<file path="src/hdl/cist_pkg.sv">
package cist_pkg;

  // Fixed sizes of the schedule and of the time base.
  localparam int unsigned MAX_SLOTS = 6;
  localparam int unsigned TIME_BITS = 48;
  localparam int unsigned DUR_BITS  = 32;
  // A sum of up to six durations fits in this many bits.
  localparam int unsigned TOT_BITS  = DUR_BITS + 3;
  localparam int unsigned REM_BITS  = TOT_BITS + 1;
  localparam int unsigned BIT_CNT_BITS = $clog2(TIME_BITS);

  // Register indexes of the configuration port.
  localparam logic [2:0] REG_COUNT = 3'd0;
  localparam logic [2:0] REG_DUR0  = 3'd1;
  localparam logic [2:0] REG_DUR1  = 3'd2;
  localparam logic [2:0] REG_DUR2  = 3'd3;
  localparam logic [2:0] REG_DUR3  = 3'd4;
  localparam logic [2:0] REG_DUR4  = 3'd5;
  localparam logic [2:0] REG_DUR5  = 3'd6;

  localparam logic [DUR_BITS-1:0] DUR_RESET = 32'd1000;

  typedef logic [TIME_BITS-1:0] time_t;
  typedef logic [2:0]           slot_t;

  // Occupancy of the queue between front and back.
  typedef struct packed {
    logic full;
    logic empty;
  } q_status_t;

  // Effective interval count: zero acts as one, large values clamp.
  function automatic slot_t eff_count(input slot_t cnt);
    slot_t n;
    n = cnt;
    if (cnt == 3'd0) begin
      n = 3'd1;
    end else if (cnt > slot_t'(MAX_SLOTS)) begin
      n = slot_t'(MAX_SLOTS);
    end
    return n;
  endfunction

  // Small modulo by repeated subtraction on 3-bit values.
  function automatic slot_t slot_mod(input slot_t v, input slot_t n);
    slot_t r;
    r = v;
    for (int k = 0; k < 6; k++) begin
      if (r >= n) begin
        r = r - n;
      end
    end
    return r;
  endfunction

endpackage

</file>
<file path="src/hdl/cist_front.sv">
module cist_front (
  input  logic                          in_valid_i,
  output logic                          in_ready_o,
  input  logic [cist_pkg::TIME_BITS-1:0] now_ticks_i,
  input  logic [cist_pkg::DUR_BITS-1:0]  offset_ticks_i,
  input  cist_pkg::q_status_t           q_status_i,
  output logic                          q_push_o,
  output logic [cist_pkg::TIME_BITS-1:0] q_data_o
);
  import cist_pkg::*;

  // Accept a transfer whenever the queue has room.
  assign in_ready_o = !q_status_i.full;
  assign q_push_o   = in_valid_i && !q_status_i.full;

  // Query time is the look-ahead time, modulo the time base.
  assign q_data_o = now_ticks_i + {{(TIME_BITS-DUR_BITS){1'b0}}, offset_ticks_i};

endmodule

</file>
<file path="src/hdl/cist_fifo.sv">
module cist_fifo (
  input  logic                          clk_i,
  input  logic                          rst_ni,
  input  logic                          push_i,
  input  logic [cist_pkg::TIME_BITS-1:0] push_data_i,
  input  logic                          pop_i,
  output logic [cist_pkg::TIME_BITS-1:0] pop_data_o,
  output cist_pkg::q_status_t           status_o
);
  import cist_pkg::*;

  time_t      mem_q [2];
  logic       wr_ptr_q, wr_ptr_d;
  logic       rd_ptr_q, rd_ptr_d;
  logic [1:0] cnt_q, cnt_d;

  assign status_o.full  = (cnt_q == 2'd2);
  assign status_o.empty = (cnt_q == 2'd0);
  assign pop_data_o     = mem_q[rd_ptr_q];

  // Pointer and fill count update.
  always_comb begin
    wr_ptr_d = wr_ptr_q ^ push_i;
    rd_ptr_d = rd_ptr_q ^ pop_i;
    cnt_d    = cnt_q + {1'b0, push_i} - {1'b0, pop_i};
  end

  always_ff @(posedge clk_i or negedge rst_ni) begin
    if (!rst_ni) begin
      wr_ptr_q <= 1'b0;
      rd_ptr_q <= 1'b0;
      cnt_q    <= 2'd0;
    end else begin
      wr_ptr_q <= wr_ptr_d;
      rd_ptr_q <= rd_ptr_d;
      cnt_q    <= cnt_d;
    end
  end

  // Entry storage.
  always_ff @(posedge clk_i) begin
    if (push_i) begin
      mem_q[wr_ptr_q] <= push_data_i;
    end
  end

endmodule

</file>
<file path="src/hdl/cist_back.sv">
module cist_back (
  input  logic                          clk_i,
  input  logic                          rst_ni,
  input  logic                          cfg_we_i,
  input  logic [2:0]                    cfg_index_i,
  input  logic [cist_pkg::DUR_BITS-1:0]  cfg_data_i,
  input  cist_pkg::q_status_t           q_status_i,
  input  logic [cist_pkg::TIME_BITS-1:0] q_data_i,
  output logic                          q_pop_o,
  output logic                          out_valid_o,
  input  logic                          out_ready_i,
  output logic [2:0]                    slot_index_o,
  output logic [2:0]                    following_index_o,
  output logic [cist_pkg::TIME_BITS-1:0] slot_end_o,
  output logic                          caught_up_o
);
  import cist_pkg::*;

  localparam logic [2:0] ST_IDLE  = 3'd0;
  localparam logic [2:0] ST_DIV   = 3'd1;
  localparam logic [2:0] ST_ALIGN = 3'd2;
  localparam logic [2:0] ST_WALK  = 3'd3;
  localparam logic [2:0] ST_FIN   = 3'd4;

  logic [2:0]              state_q;
  slot_t                   count_q;
  logic [DUR_BITS-1:0]     dur_q [MAX_SLOTS];
  logic [TOT_BITS-1:0]     total_q;
  slot_t                   idx_q;
  time_t                   start_q;
  time_t                   query_q;
  time_t                   div_q;
  logic [REM_BITS-1:0]     rem_q;
  logic [BIT_CNT_BITS-1:0] bit_q;
  logic                    caught_q;
  logic                    out_valid_q;
  slot_t                   out_idx_q;
  slot_t                   out_next_q;
  time_t                   out_end_q;
  logic                    out_caught_q;

  slot_t                   n_eff;
  slot_t                   idx_next;
  logic [DUR_BITS-1:0]     dur_eff [MAX_SLOTS];
  logic [DUR_BITS-1:0]     cur_d;
  logic [TOT_BITS-1:0]     total_d;
  time_t                   elapsed;
  logic                    catch_up;
  logic [REM_BITS-1:0]     trial;

  // Effective durations and their sum over the active intervals.
  always_comb begin
    for (int k = 0; k < MAX_SLOTS; k++) begin
      dur_eff[k] = (dur_q[k] == '0) ? DUR_BITS'(1) : dur_q[k];
    end
    n_eff   = eff_count(count_q);
    total_d = '0;
    for (int k = 0; k < MAX_SLOTS; k++) begin
      if (slot_t'(k) < n_eff) begin
        total_d = total_d + {{(TOT_BITS-DUR_BITS){1'b0}}, dur_eff[k]};
      end
    end
  end

  // Current interval, its successor and the catch-up decision.
  always_comb begin
    cur_d    = dur_eff[idx_q];
    idx_next = (idx_q + 3'd1 == n_eff) ? 3'd0 : idx_q + 3'd1;
    elapsed  = q_data_i - start_q;
    catch_up = (elapsed != '0) && !elapsed[TIME_BITS-1] &&
               (elapsed > {{(TIME_BITS-DUR_BITS){1'b0}}, cur_d});
    trial    = {rem_q[REM_BITS-2:0], div_q[TIME_BITS-1]};
  end

  assign q_pop_o = (state_q == ST_IDLE) && !q_status_i.empty && !out_valid_q;

  // Control: sequencer, schedule state and configuration.
  always_ff @(posedge clk_i or negedge rst_ni) begin
    if (!rst_ni) begin
      state_q     <= ST_IDLE;
      count_q     <= 3'd1;
      for (int k = 0; k < MAX_SLOTS; k++) begin
        dur_q[k] <= DUR_RESET;
      end
      idx_q       <= '0;
      start_q     <= '0;
      out_valid_q <= 1'b0;
      bit_q       <= '0;
    end else begin
      if (out_valid_q && out_ready_i) begin
        out_valid_q <= 1'b0;
      end
      case (state_q)
        ST_IDLE: begin
          if (q_pop_o) begin
            state_q <= catch_up ? ST_DIV : ST_FIN;
            bit_q   <= '0;
          end
        end
        ST_DIV: begin
          bit_q <= bit_q + 1'b1;
          if (bit_q == BIT_CNT_BITS'(TIME_BITS - 1)) begin
            state_q <= ST_ALIGN;
          end
        end
        ST_ALIGN: begin
          // Whole cycles removed: start moves to query minus the remainder.
          start_q <= query_q - {{(TIME_BITS-REM_BITS){1'b0}}, rem_q};
          state_q <= ST_WALK;
        end
        ST_WALK: begin
          if (rem_q > {{(REM_BITS-DUR_BITS){1'b0}}, cur_d}) begin
            start_q <= start_q + {{(TIME_BITS-DUR_BITS){1'b0}}, cur_d};
            idx_q   <= idx_next;
          end else begin
            state_q <= ST_FIN;
          end
        end
        ST_FIN: begin
          out_valid_q <= 1'b1;
          state_q     <= ST_IDLE;
        end
        default: begin
          state_q <= ST_IDLE;
        end
      endcase
      if (cfg_we_i) begin
        case (cfg_index_i)
          REG_COUNT: begin
            count_q <= cfg_data_i[2:0];
            idx_q   <= slot_mod(idx_q, eff_count(cfg_data_i[2:0]));
          end
          REG_DUR0: dur_q[0] <= cfg_data_i;
          REG_DUR1: dur_q[1] <= cfg_data_i;
          REG_DUR2: dur_q[2] <= cfg_data_i;
          REG_DUR3: dur_q[3] <= cfg_data_i;
          REG_DUR4: dur_q[4] <= cfg_data_i;
          REG_DUR5: dur_q[5] <= cfg_data_i;
          default: begin
          end
        endcase
      end
    end
  end

  // Datapath: divider remainder, walk remainder and result registers.
  always_ff @(posedge clk_i) begin
    total_q <= total_d;
    case (state_q)
      ST_IDLE: begin
        query_q  <= q_data_i;
        div_q    <= elapsed;
        rem_q    <= '0;
        caught_q <= catch_up;
      end
      ST_DIV: begin
        div_q <= {div_q[TIME_BITS-2:0], 1'b0};
        if (trial >= {1'b0, total_q}) begin
          rem_q <= trial - {1'b0, total_q};
        end else begin
          rem_q <= trial;
        end
      end
      ST_WALK: begin
        if (rem_q > {{(REM_BITS-DUR_BITS){1'b0}}, cur_d}) begin
          rem_q <= rem_q - {{(REM_BITS-DUR_BITS){1'b0}}, cur_d};
        end
      end
      ST_FIN: begin
        out_idx_q    <= idx_q;
        out_next_q   <= idx_next;
        out_end_q    <= start_q + {{(TIME_BITS-DUR_BITS){1'b0}}, cur_d};
        out_caught_q <= caught_q;
      end
      default: begin
      end
    endcase
  end

  assign out_valid_o       = out_valid_q;
  assign slot_index_o      = out_idx_q;
  assign following_index_o = out_next_q;
  assign slot_end_o        = out_end_q;
  assign caught_up_o       = out_caught_q;

endmodule

</file>
<file path="src/hdl/cyclic_interval_schedule_tracker_core.sv">
// Channel  | Handshake                 | Payload
// input    | in_valid_i / in_ready_o   | now_ticks_i, offset_ticks_i
// result   | out_valid_o / out_ready_i | slot_index_o, following_index_o, slot_end_o,
//          |                           | caught_up_o
// config   | cfg_we_i                  | cfg_index_i, cfg_data_i
//
// A query without catch-up goes from the idle state to the finish state, which
// registers its result. With catch-up it first runs the bit-serial remainder divider
// over all 48 time bits, then the align state that moves the start and the interval walk.
// A two-entry queue decouples input transfers from the back end.
// Reset is asynchronous and active low; no clearing pass follows it.
module cyclic_interval_schedule_tracker_core (
  input  logic                          clk_i,
  input  logic                          rst_ni,
  input  logic                          in_valid_i,
  output logic                          in_ready_o,
  input  logic [cist_pkg::TIME_BITS-1:0] now_ticks_i,
  input  logic [cist_pkg::DUR_BITS-1:0]  offset_ticks_i,
  output logic                          out_valid_o,
  input  logic                          out_ready_i,
  output logic [2:0]                    slot_index_o,
  output logic [2:0]                    following_index_o,
  output logic [cist_pkg::TIME_BITS-1:0] slot_end_o,
  output logic                          caught_up_o,
  input  logic                          cfg_we_i,
  input  logic [2:0]                    cfg_index_i,
  input  logic [cist_pkg::DUR_BITS-1:0]  cfg_data_i
);
  import cist_pkg::*;

  q_status_t q_status;
  logic      q_push;
  logic      q_pop;
  time_t     q_wdata;
  time_t     q_rdata;

  // Front end: accepts transfers and forms the query time.
  cist_front u_front (
    .in_valid_i     (in_valid_i),
    .in_ready_o     (in_ready_o),
    .now_ticks_i    (now_ticks_i),
    .offset_ticks_i (offset_ticks_i),
    .q_status_i     (q_status),
    .q_push_o       (q_push),
    .q_data_o       (q_wdata)
  );

  // Queue between front and back.
  cist_fifo u_fifo (
    .clk_i       (clk_i),
    .rst_ni      (rst_ni),
    .push_i      (q_push),
    .push_data_i (q_wdata),
    .pop_i       (q_pop),
    .pop_data_o  (q_rdata),
    .status_o    (q_status)
  );

  // Back end: schedule state, divider and interval walk.
  cist_back u_back (
    .clk_i             (clk_i),
    .rst_ni            (rst_ni),
    .cfg_we_i          (cfg_we_i),
    .cfg_index_i       (cfg_index_i),
    .cfg_data_i        (cfg_data_i),
    .q_status_i        (q_status),
    .q_data_i          (q_rdata),
    .q_pop_o           (q_pop),
    .out_valid_o       (out_valid_o),
    .out_ready_i       (out_ready_i),
    .slot_index_o      (slot_index_o),
    .following_index_o (following_index_o),
    .slot_end_o        (slot_end_o),
    .caught_up_o       (caught_up_o)
  );

endmodule

</file>
<file path="config.mk">
export PLATFORM = sky130hd
export DESIGN_NAME = cyclic_interval_schedule_tracker_core
export DESIGN_NICKNAME = d
export VERILOG_FILES = /design/src/hdl/cist_pkg.sv /design/src/hdl/cist_front.sv /design/src/hdl/cist_fifo.sv /design/src/hdl/cist_back.sv /design/src/hdl/cyclic_interval_schedule_tracker_core.sv
export SDC_FILE = /design/constraint.sdc
export NUM_CORES = 2
export LEC_CHECK = 0
export BUFFER_PORTS_ARGS = -buffer_cell sky130_fd_sc_hd__buf_2
export CAP_MARGIN = 20
export CORE_MARGIN = 4
export CORE_UTILIZATION = 50
export CTS_CLUSTER_DIAMETER = 30
export CTS_CLUSTER_SIZE = 16
export DETAILED_ROUTE_END_ITERATION = 7
export PLACE_DENSITY = 0.67
export REMOVE_ABC_BUFFERS = 1
export SLEW_MARGIN = 20
export SYNTH_ARGS = -nofsm -noshare
export SYNTH_HDL_FRONTEND = slang
export SYNTH_SLANG_ARGS = --single-unit
</file>
<file path="constraint.sdc">
create_clock -name clk_i -period 21.7 [get_ports clk_i]
set_clock_uncertainty 0.15 [all_clocks]
set_input_delay 6.51 -clock clk_i [delete_from_list [all_inputs] [get_ports clk_i]]
set_output_delay 6.51 -clock clk_i [all_outputs]
set_load 0.01 [all_outputs]
</file>
==> After elaboration in Yosys (flattened, before gate mapping) <==
Memory sizes are Yosys's and may differ from the RTL's.
Cells that the tools add are included.
Widths: inputs -> output; s select.
{ "totals": {"inputBits": 120, "ram_bits": 96, "mem_count": 1, "wordCells": 180, "register_bits": 483, "output_inout_bits": 57, "latchBits": 0, "romBits": 0} }
{ "op_classes": {"reduce_logical": 37, "muxes": 59, "add_sub_neg": 21, "order_cmp": 18, "eq_ne": 17, "n_shift": 0, "n_div": 0, "n_bitwise": 3, "multipliers": 0} }
{ "mem_list": {"columns": ["memory", "depth", "width", "read_ports", "rd_ports_with_merged_regs", "write_ports", "line_no", "text"], "rows": [
  ["u_fifo.mem_q", 2, 48, 1, 0, 1, "cist_fifo.sv:12", "time_t mem_q [2];"]
]} }
{ "op_table": {"columns": ["operator", "n"], "rows": [
  ["$mux 32", 9],
  ["$logic_not 32->1", 6],
  ["$pmux 48 s2", 2],
  ["$mux 35", 5],
  ["$add 35x32->35", 4],
  ["$pmux 36 s3", 1],
  ["$add 48x32->48", 2],
  ["$bmux 32 s3", 1],
  ["$mux 3", 31],
  ["$mux 36", 2],
  ["$gt 48x32->1", 1],
  ["$mux 48", 1],
  ["$reduce_bool 48->1", 1],
  ["$sub 48x36->48", 1],
  ["$sub 48x48->48", 1],
  ["$ge 36x35->1", 1],
  ["$gt 36x32->1", 1],
  ["$sub 36x32->36", 1],
  ["$sub 36x35->36", 1],
  ["$add 32x32->33", 1],
  ["$reduce_and 2->1", 10],
  ["$ge 3x3->1", 6],
  ["$sub 3x3->3", 6],
  ["$eq 3x2->1 const B", 4],
  ["other kinds (29)", 56]
]} }

==> Depth between registers and ports, before layout <==
{ "depth": {"ltp_word": 29, "mapped_depth": 59, "depth_no_buf": 59} }

==> Hierarchy <==
A second synthesis with hierarchy kept.
{ "unflattened": {"cells_unflattened": 5404, "area_unflattened_um2": 48529.0} }
{ "modules_own_cells": {"columns": ["mod", "area_each_um2", "n_inst", "seq_area_each_um2", "cells_per_inst"], "rows": [
  ["cist_back", 42405.7, 1, 12798.5, 4881],
  ["cist_fifo", 3717.3, 1, 2982.9, 165],
  ["cist_front", 2406.1, 1, 0.0, 358]
]} }

==> Worst setup path before layout <==
No wires, ideal clock.
{ "synth_timing": {"path_type": "input -> register", "from": "in cfg_data_i[1] in the netlist's numbering", "to": "reg u_back.idx_q[0]", "t_required_ps": 21394, "cell_stages": 34, "path_slack_ps": 7613, "setup_time_ps": 156, "arrival_ps": 13780, "path_buffers": 0, "path_cell_list": "inv_1 -> maj3_1 -> ha_1 -> o21ai_0 -> nand2b_1 -> a21o_1 -> o21ai_0 -> ha_1 -> nand2b_1 -> a21o_1 -> a21oi_1 -> mux2_2 -> ha_1 -> nand2b_1 -> a21o_1 -> a21oi_1 -> mux2_2 -> ha_1 -> nand2b_1 -> a21o_1 -> a21oi_1 -> mux2_2 -> ha_1 -> nand2b_1 -> a21o_1 -> a21oi_1 -> mux2_2 -> ha_1 -> o21ai_0 -> nand2b_1 -> a21o_1 -> mux2i_1 -> nand2_1 -> o21ai_0"} }
{ "synth_via": {"elab_chain_len": 29, "word_cells_on_any_way": 36, "classes_between": "6 x add/sub; 7 x order compare; 22 x mux; 1 x reduce/logical"} }
{ "synth_lines": {"columns": ["element", "line_no", "text"], "rows": [
  ["start: declaration", "cyclic_interval_schedule_tracker_core.sv:27", "input logic [cist_pkg::DUR_BITS-1:0] cfg_data_i"],
  ["$gt 3x3->1", "cist_pkg.sv:38", "end else if (cnt > slot_t'(MAX_SLOTS)) begin"],
  ["$mux 3", "cist_pkg.sv:38", null],
  ["$mux 3 (*)", "cist_pkg.sv:36", "if (cnt == 3'd0) begin"],
  ["$mux 3 (*)", "cist_back.sv:128", "case (cfg_index_i)"],
  ["$mux 3 (*)", "cist_back.sv:127", "if (cfg_we_i) begin"],
  ["$sub 3x3->3 / $ge 3x3->1 (equally long branches)", "cist_pkg.sv:50, cist_pkg.sv:49", null],
  ["$mux 3", "cist_pkg.sv:49", "if (r >= n) begin"],
  ["$mux 3", "cist_back.sv:128", null],
  ["(+13 left out)", null, null],
  ["$sub 3x3->3 / $ge 3x3->1 (equally long branches)", "cist_pkg.sv:50, cist_pkg.sv:49", null],
  ["$mux 3", "cist_pkg.sv:49", null],
  ["$mux 3", "cist_back.sv:128", null],
  ["$mux 3", "cist_back.sv:127", null],
  ["$sub 3x3->3 / $ge 3x3->1 (equally long branches)", "cist_pkg.sv:50, cist_pkg.sv:49", null],
  ["$mux 3 (*)", "cist_pkg.sv:49", null],
  ["$mux 3 (*)", "cist_back.sv:128", null],
  ["$mux 3 (*)", "cist_back.sv:127", null],
  ["end signal: assignment", "cist_back.sv:114", "idx_q <= idx_next;"],
  ["end signal: assignment", "cist_back.sv:131", "idx_q <= slot_mod(idx_q, eff_count(cfg_data_i[2:0]));"],
  ["end: declaration", "cist_back.sv:29", "slot_t idx_q;"]
]} }
Mark *: on every way between the ends. The rest lies on a longest branch, timed or not. The select of a mux whose other input is x is not followed.
A chain may end at the register's enable or synchronous reset.

==> Final worst setup path <==
Ends and elaborated chain as after synthesis.

==> results_dict.tcl <==
set metrics [dict create \
    run_status "complete, no violations" \
    critPathArrivalTime_ps 14870 \
    post_dp_cell_area_um2 48950 \
    placedCellCount 6359 \
    design.portCount 177 \
    synth_sequential_area_ratio_pct 33.29 \
    postCtsResizedCells 0 \
    max_cap_viol_count 0 \
    synthDistinctLibCells 97 \
    achievable-frequency_mhz 69.24 \
    max_stage_delay_ps 560 \
    clk_latency_ps 760 \
    timing.setup.tns_ps 0 \
    first_pass_grt_wire_length_um 212100 \
    drt_wl_total_um 137200 \
    globalRoute.totalOverflow 0 \
    ctsHoldBuffers 0 \
    yosysTopAreaCellShare_pct 17.99 \
    cts_buffer_depth 3 \
    hold_path.startpoint "u_back.caught_q" \
    timing.critical_path.slowest_stage_cell "sky130_fd_sc_hd__maj3_1" \
    path_class "in2reg" \
    whs_endpoint "u_back.caught_up_o" \
    worst_slew_pin_slew_ps 1071 \
    grt_setup_unrepaired "false" \
    avgSynthCellArea_um2 9.052 \
    detail_route.vias_per_cell 5.972 \
    clkSlewWorstSetupHoldPaths_ps 50 \
    post-route-period-util_pct 66.56 \
    finalHoldViolations 0 \
    r2r_start "u_back.dur_q[185]" \
    via_count 39610 \
    syn-instance-count 5237 \
    initial_utilization_pct 50.56 \
    yosysTopAreaCell "sky130_fd_sc_hd__edfxtp_1" \
    antenna_found_initial 3 \
    yosys-top-cells-area "sky130_fd_sc_hd__edfxtp_1, sky130_fd_sc_hd__dfrtp_1, sky130_fd_sc_hd__ha_1" \
    crit_fanout 12 \
    core_um2 93750 \
    non_filler_cells_in_the_finished_layout 6633 \
    post-cts-setup-buffers 0 \
    required_ps 22130 \
    fillers 8228 \
    dr.first_iter.drc_count 2754 \
    timing.slew.headroom_pct 28.16 \
    placement.io_buffers 176 \
    synth_area_um2 47400 \
    worstSetupStartpointType "input pin" \
    layout-drive-gt1-share_pct 15.86 \
    synth-edff-count 284 \
    grt_pass1_vias 38470 \
    dieWidth_um 315.9 \
    die_area_um2 99800 \
    whs_path_depth 0 \
    grt_use_total_pct 27.07 \
    min_path_type "reg2reg" \
    cts_tree "done" \
    flip_flop_and_latch_count_after_synthesis 579 \
    rows 112 \
    synth_top_flop_cell "sky130_fd_sc_hd__edfxtp_1" \
    final_max_slew_viol_count 0 \
    worst_setup_path_end_kind "register" \
    maximum_number_of_pins_on_one_net_before_global_route_repair 91 \
    ant_nets 0 \
    drc_violation_count_after_routing 0 \
    synthToLayoutAreaGrowth_pct 13.67 \
    detailed_place_hpwl_um 105500 \
    fp.dieH_um 315.9 \
    post-route-min-period_ps 14440 \
    reg2reg_setup_slack_ps 8810 \
    r2r.worst_path.cells 57 \
    cts_sinks 579 \
    hold_ws_ps 258.7 \
    drt-wirelength-per-cell_um 20.69 \
    setup_viol_count_final 0 \
    cts_buffers 147 \
    stdcell_area_um2 53880 \
    async_flop_share_pct 44.91 \
    yosysWarningCount 0 \
    clock_root_buffer "sky130_fd_sc_hd__clkbuf_16" \
    design.final.nets 5823 \
    routabilityCongestion 0.9593 \
    timing.rr.end "u_back.total_q[34]" \
    htreeDepth 4 \
    drtPass1Iterations 5 \
]
cell type report:
cell class,count,area (um2),share of cell area [%]
Antenna cell,2,5.005,0.009288
Clock buffer,187,3930,7.294
Clock inverter,85,998.5,1.853
Inverter,355,1333,2.473
Multi-Input combinational cell,3955,29050,53.92
Sequential cell,579,15790,29.30
Tap cell,1254,1569,2.912
Timing Repair Buffer,216,1204,2.234
metrics by stage:
stage / worst slack [ps] / utilization, %
CTS: 7195 / 57.47
floorplan: 7492 / -
detailed placement: 6418 / 52.21
global route: 6520 / 57.47
finish: 7258 / 57.47
global placement: 6371 / 52.21
registers in the layout, indices dropped and copies added, names as in the netlist, 6 cells and up:
signal             flops
u_back.start_q        48
u_fifo.mem_q          96
u_back.query_q        48
u_back.bit_q           6
u_back.total_q        35
u_back.div_q          48
u_back.rem_q          36
u_back.slot_end_o     48
u_back.dur_q         192
critical path, delay by kind of cell:
family / cells / cell delay, ps
AOI/OAI and AO/OA: 14 / 2970
adders and majority gates: 7 / 2300
muxes: 5 / 1710
and+or+nand+nor: 7 / 810
buffers and inverters: 2 / 570
cells by family after synthesis:
logic type      after synthesis  share of synthesized area [%]
xor+xnor                    366                          6.807
buf+inv                     703                          5.604
flops                       579                          33.29
fa+ha+maj                   450                          12.14
compound gates             1501                          20.06
simple gates               1276                          12.89
mux                         362                          9.201
cells in the mapped netlist, types with 67 or more instances:
| library cell | count |
|---|---|
| sky130_fd_sc_hd__nand3_1 | 101 |
| sky130_fd_sc_hd__mux2_2 | 270 |
| sky130_fd_sc_hd__ha_1 | 432 |
| sky130_fd_sc_hd__a21o_1 | 213 |
| sky130_fd_sc_hd__xnor2_1 | 222 |
| sky130_fd_sc_hd__xor2_1 | 142 |
| sky130_fd_sc_hd__a21oi_1 | 456 |
| sky130_fd_sc_hd__clkbuf_1 | 323 |
| sky130_fd_sc_hd__inv_1 | 355 |
| sky130_fd_sc_hd__o21bai_1 | 70 |
| sky130_fd_sc_hd__nand2_1 | 403 |
| sky130_fd_sc_hd__nor2_1 | 298 |
| sky130_fd_sc_hd__o21ai_0 | 292 |
| sky130_fd_sc_hd__a211oi_1 | 67 |
| sky130_fd_sc_hd__nor3_1 | 75 |
| sky130_fd_sc_hd__edfxtp_1 | 284 |
| sky130_fd_sc_hd__o22ai_1 | 67 |
| sky130_fd_sc_hd__nand2b_1 | 74 |
| sky130_fd_sc_hd__dfrtp_1 | 223 |
per-layer routing:
| metal | GRT usage (%) | vias up | part of all wire (%) |
|---|---|---|---|
| met5 | 0 | - | 0.0073 |
| met3 | 4.372 | 266 | 6.5 |
| met4 | 11.17 | 2 | 4.0 |
| met1 | 36.14 | 18920 | 44 |
| li1 | - | 19070 | - |
| met2 | 43.94 | 1353 | 46 |
how the worst max path moves through the flow:
stage | slack [ps] | cells past startpoint | from | endpoint
floorplan | 7490 | 35 | cfg_data_i[1] | u_back.idx_q[0]
global placement | 6370 | 35 | cfg_data_i[1] | u_back.idx_q[0]
global route | 6520 | 35 | cfg_data_i[1] | u_back.idx_q[0]
finish | 7260 | 35 | cfg_data_i[1] | u_back.idx_q[0]
detailed placement | 6420 | 35 | cfg_data_i[1] | u_back.idx_q[0]
CTS | 7200 | 35 | cfg_data_i[1] | u_back.idx_q[0]
cells in the final DEF (no fill, tap or decap), types with 35 or more instances in the layout:
| cell | instances |
|---|---|
| sky130_fd_sc_hd__nor3_1 | 71 |
| sky130_fd_sc_hd__xnor2_1 | 222 |
| sky130_fd_sc_hd__mux2_2 | 270 |
| sky130_fd_sc_hd__xor2_1 | 142 |
| sky130_fd_sc_hd__a211oi_1 | 67 |
| sky130_fd_sc_hd__a21oi_1 | 454 |
| sky130_fd_sc_hd__buf_2 | 175 |
| sky130_fd_sc_hd__o21a_1 | 59 |
| sky130_fd_sc_hd__mux2i_1 | 60 |
| sky130_fd_sc_hd__clkbuf_16 | 148 |
| sky130_fd_sc_hd__dfstp_2 | 37 |
| sky130_fd_sc_hd__edfxtp_1 | 284 |
| sky130_fd_sc_hd__nand3_1 | 101 |
| sky130_fd_sc_hd__nand2b_1 | 74 |
| sky130_fd_sc_hd__buf_4 | 39 |
| sky130_fd_sc_hd__o21bai_1 | 70 |
| sky130_fd_sc_hd__o21ai_0 | 292 |
| sky130_fd_sc_hd__nor4_1 | 62 |
| sky130_fd_sc_hd__nand2_1 | 400 |
| sky130_fd_sc_hd__a31oi_1 | 49 |
| sky130_fd_sc_hd__and3_1 | 45 |
| sky130_fd_sc_hd__dfrtp_1 | 219 |
| sky130_fd_sc_hd__ha_1 | 430 |
| sky130_fd_sc_hd__a21o_1 | 213 |
| sky130_fd_sc_hd__nor2b_1 | 47 |
| sky130_fd_sc_hd__o22ai_1 | 67 |
| sky130_fd_sc_hd__inv_1 | 355 |
| sky130_fd_sc_hd__nand4_1 | 53 |
| sky130_fd_sc_hd__dfxtp_1 | 35 |
| sky130_fd_sc_hd__o211ai_1 | 37 |
| sky130_fd_sc_hd__nor2_1 | 295 |
Power is left out: the tool's default activity adds up to more than one toggle a clock period on the data nets, which glitch-free logic cannot reach.
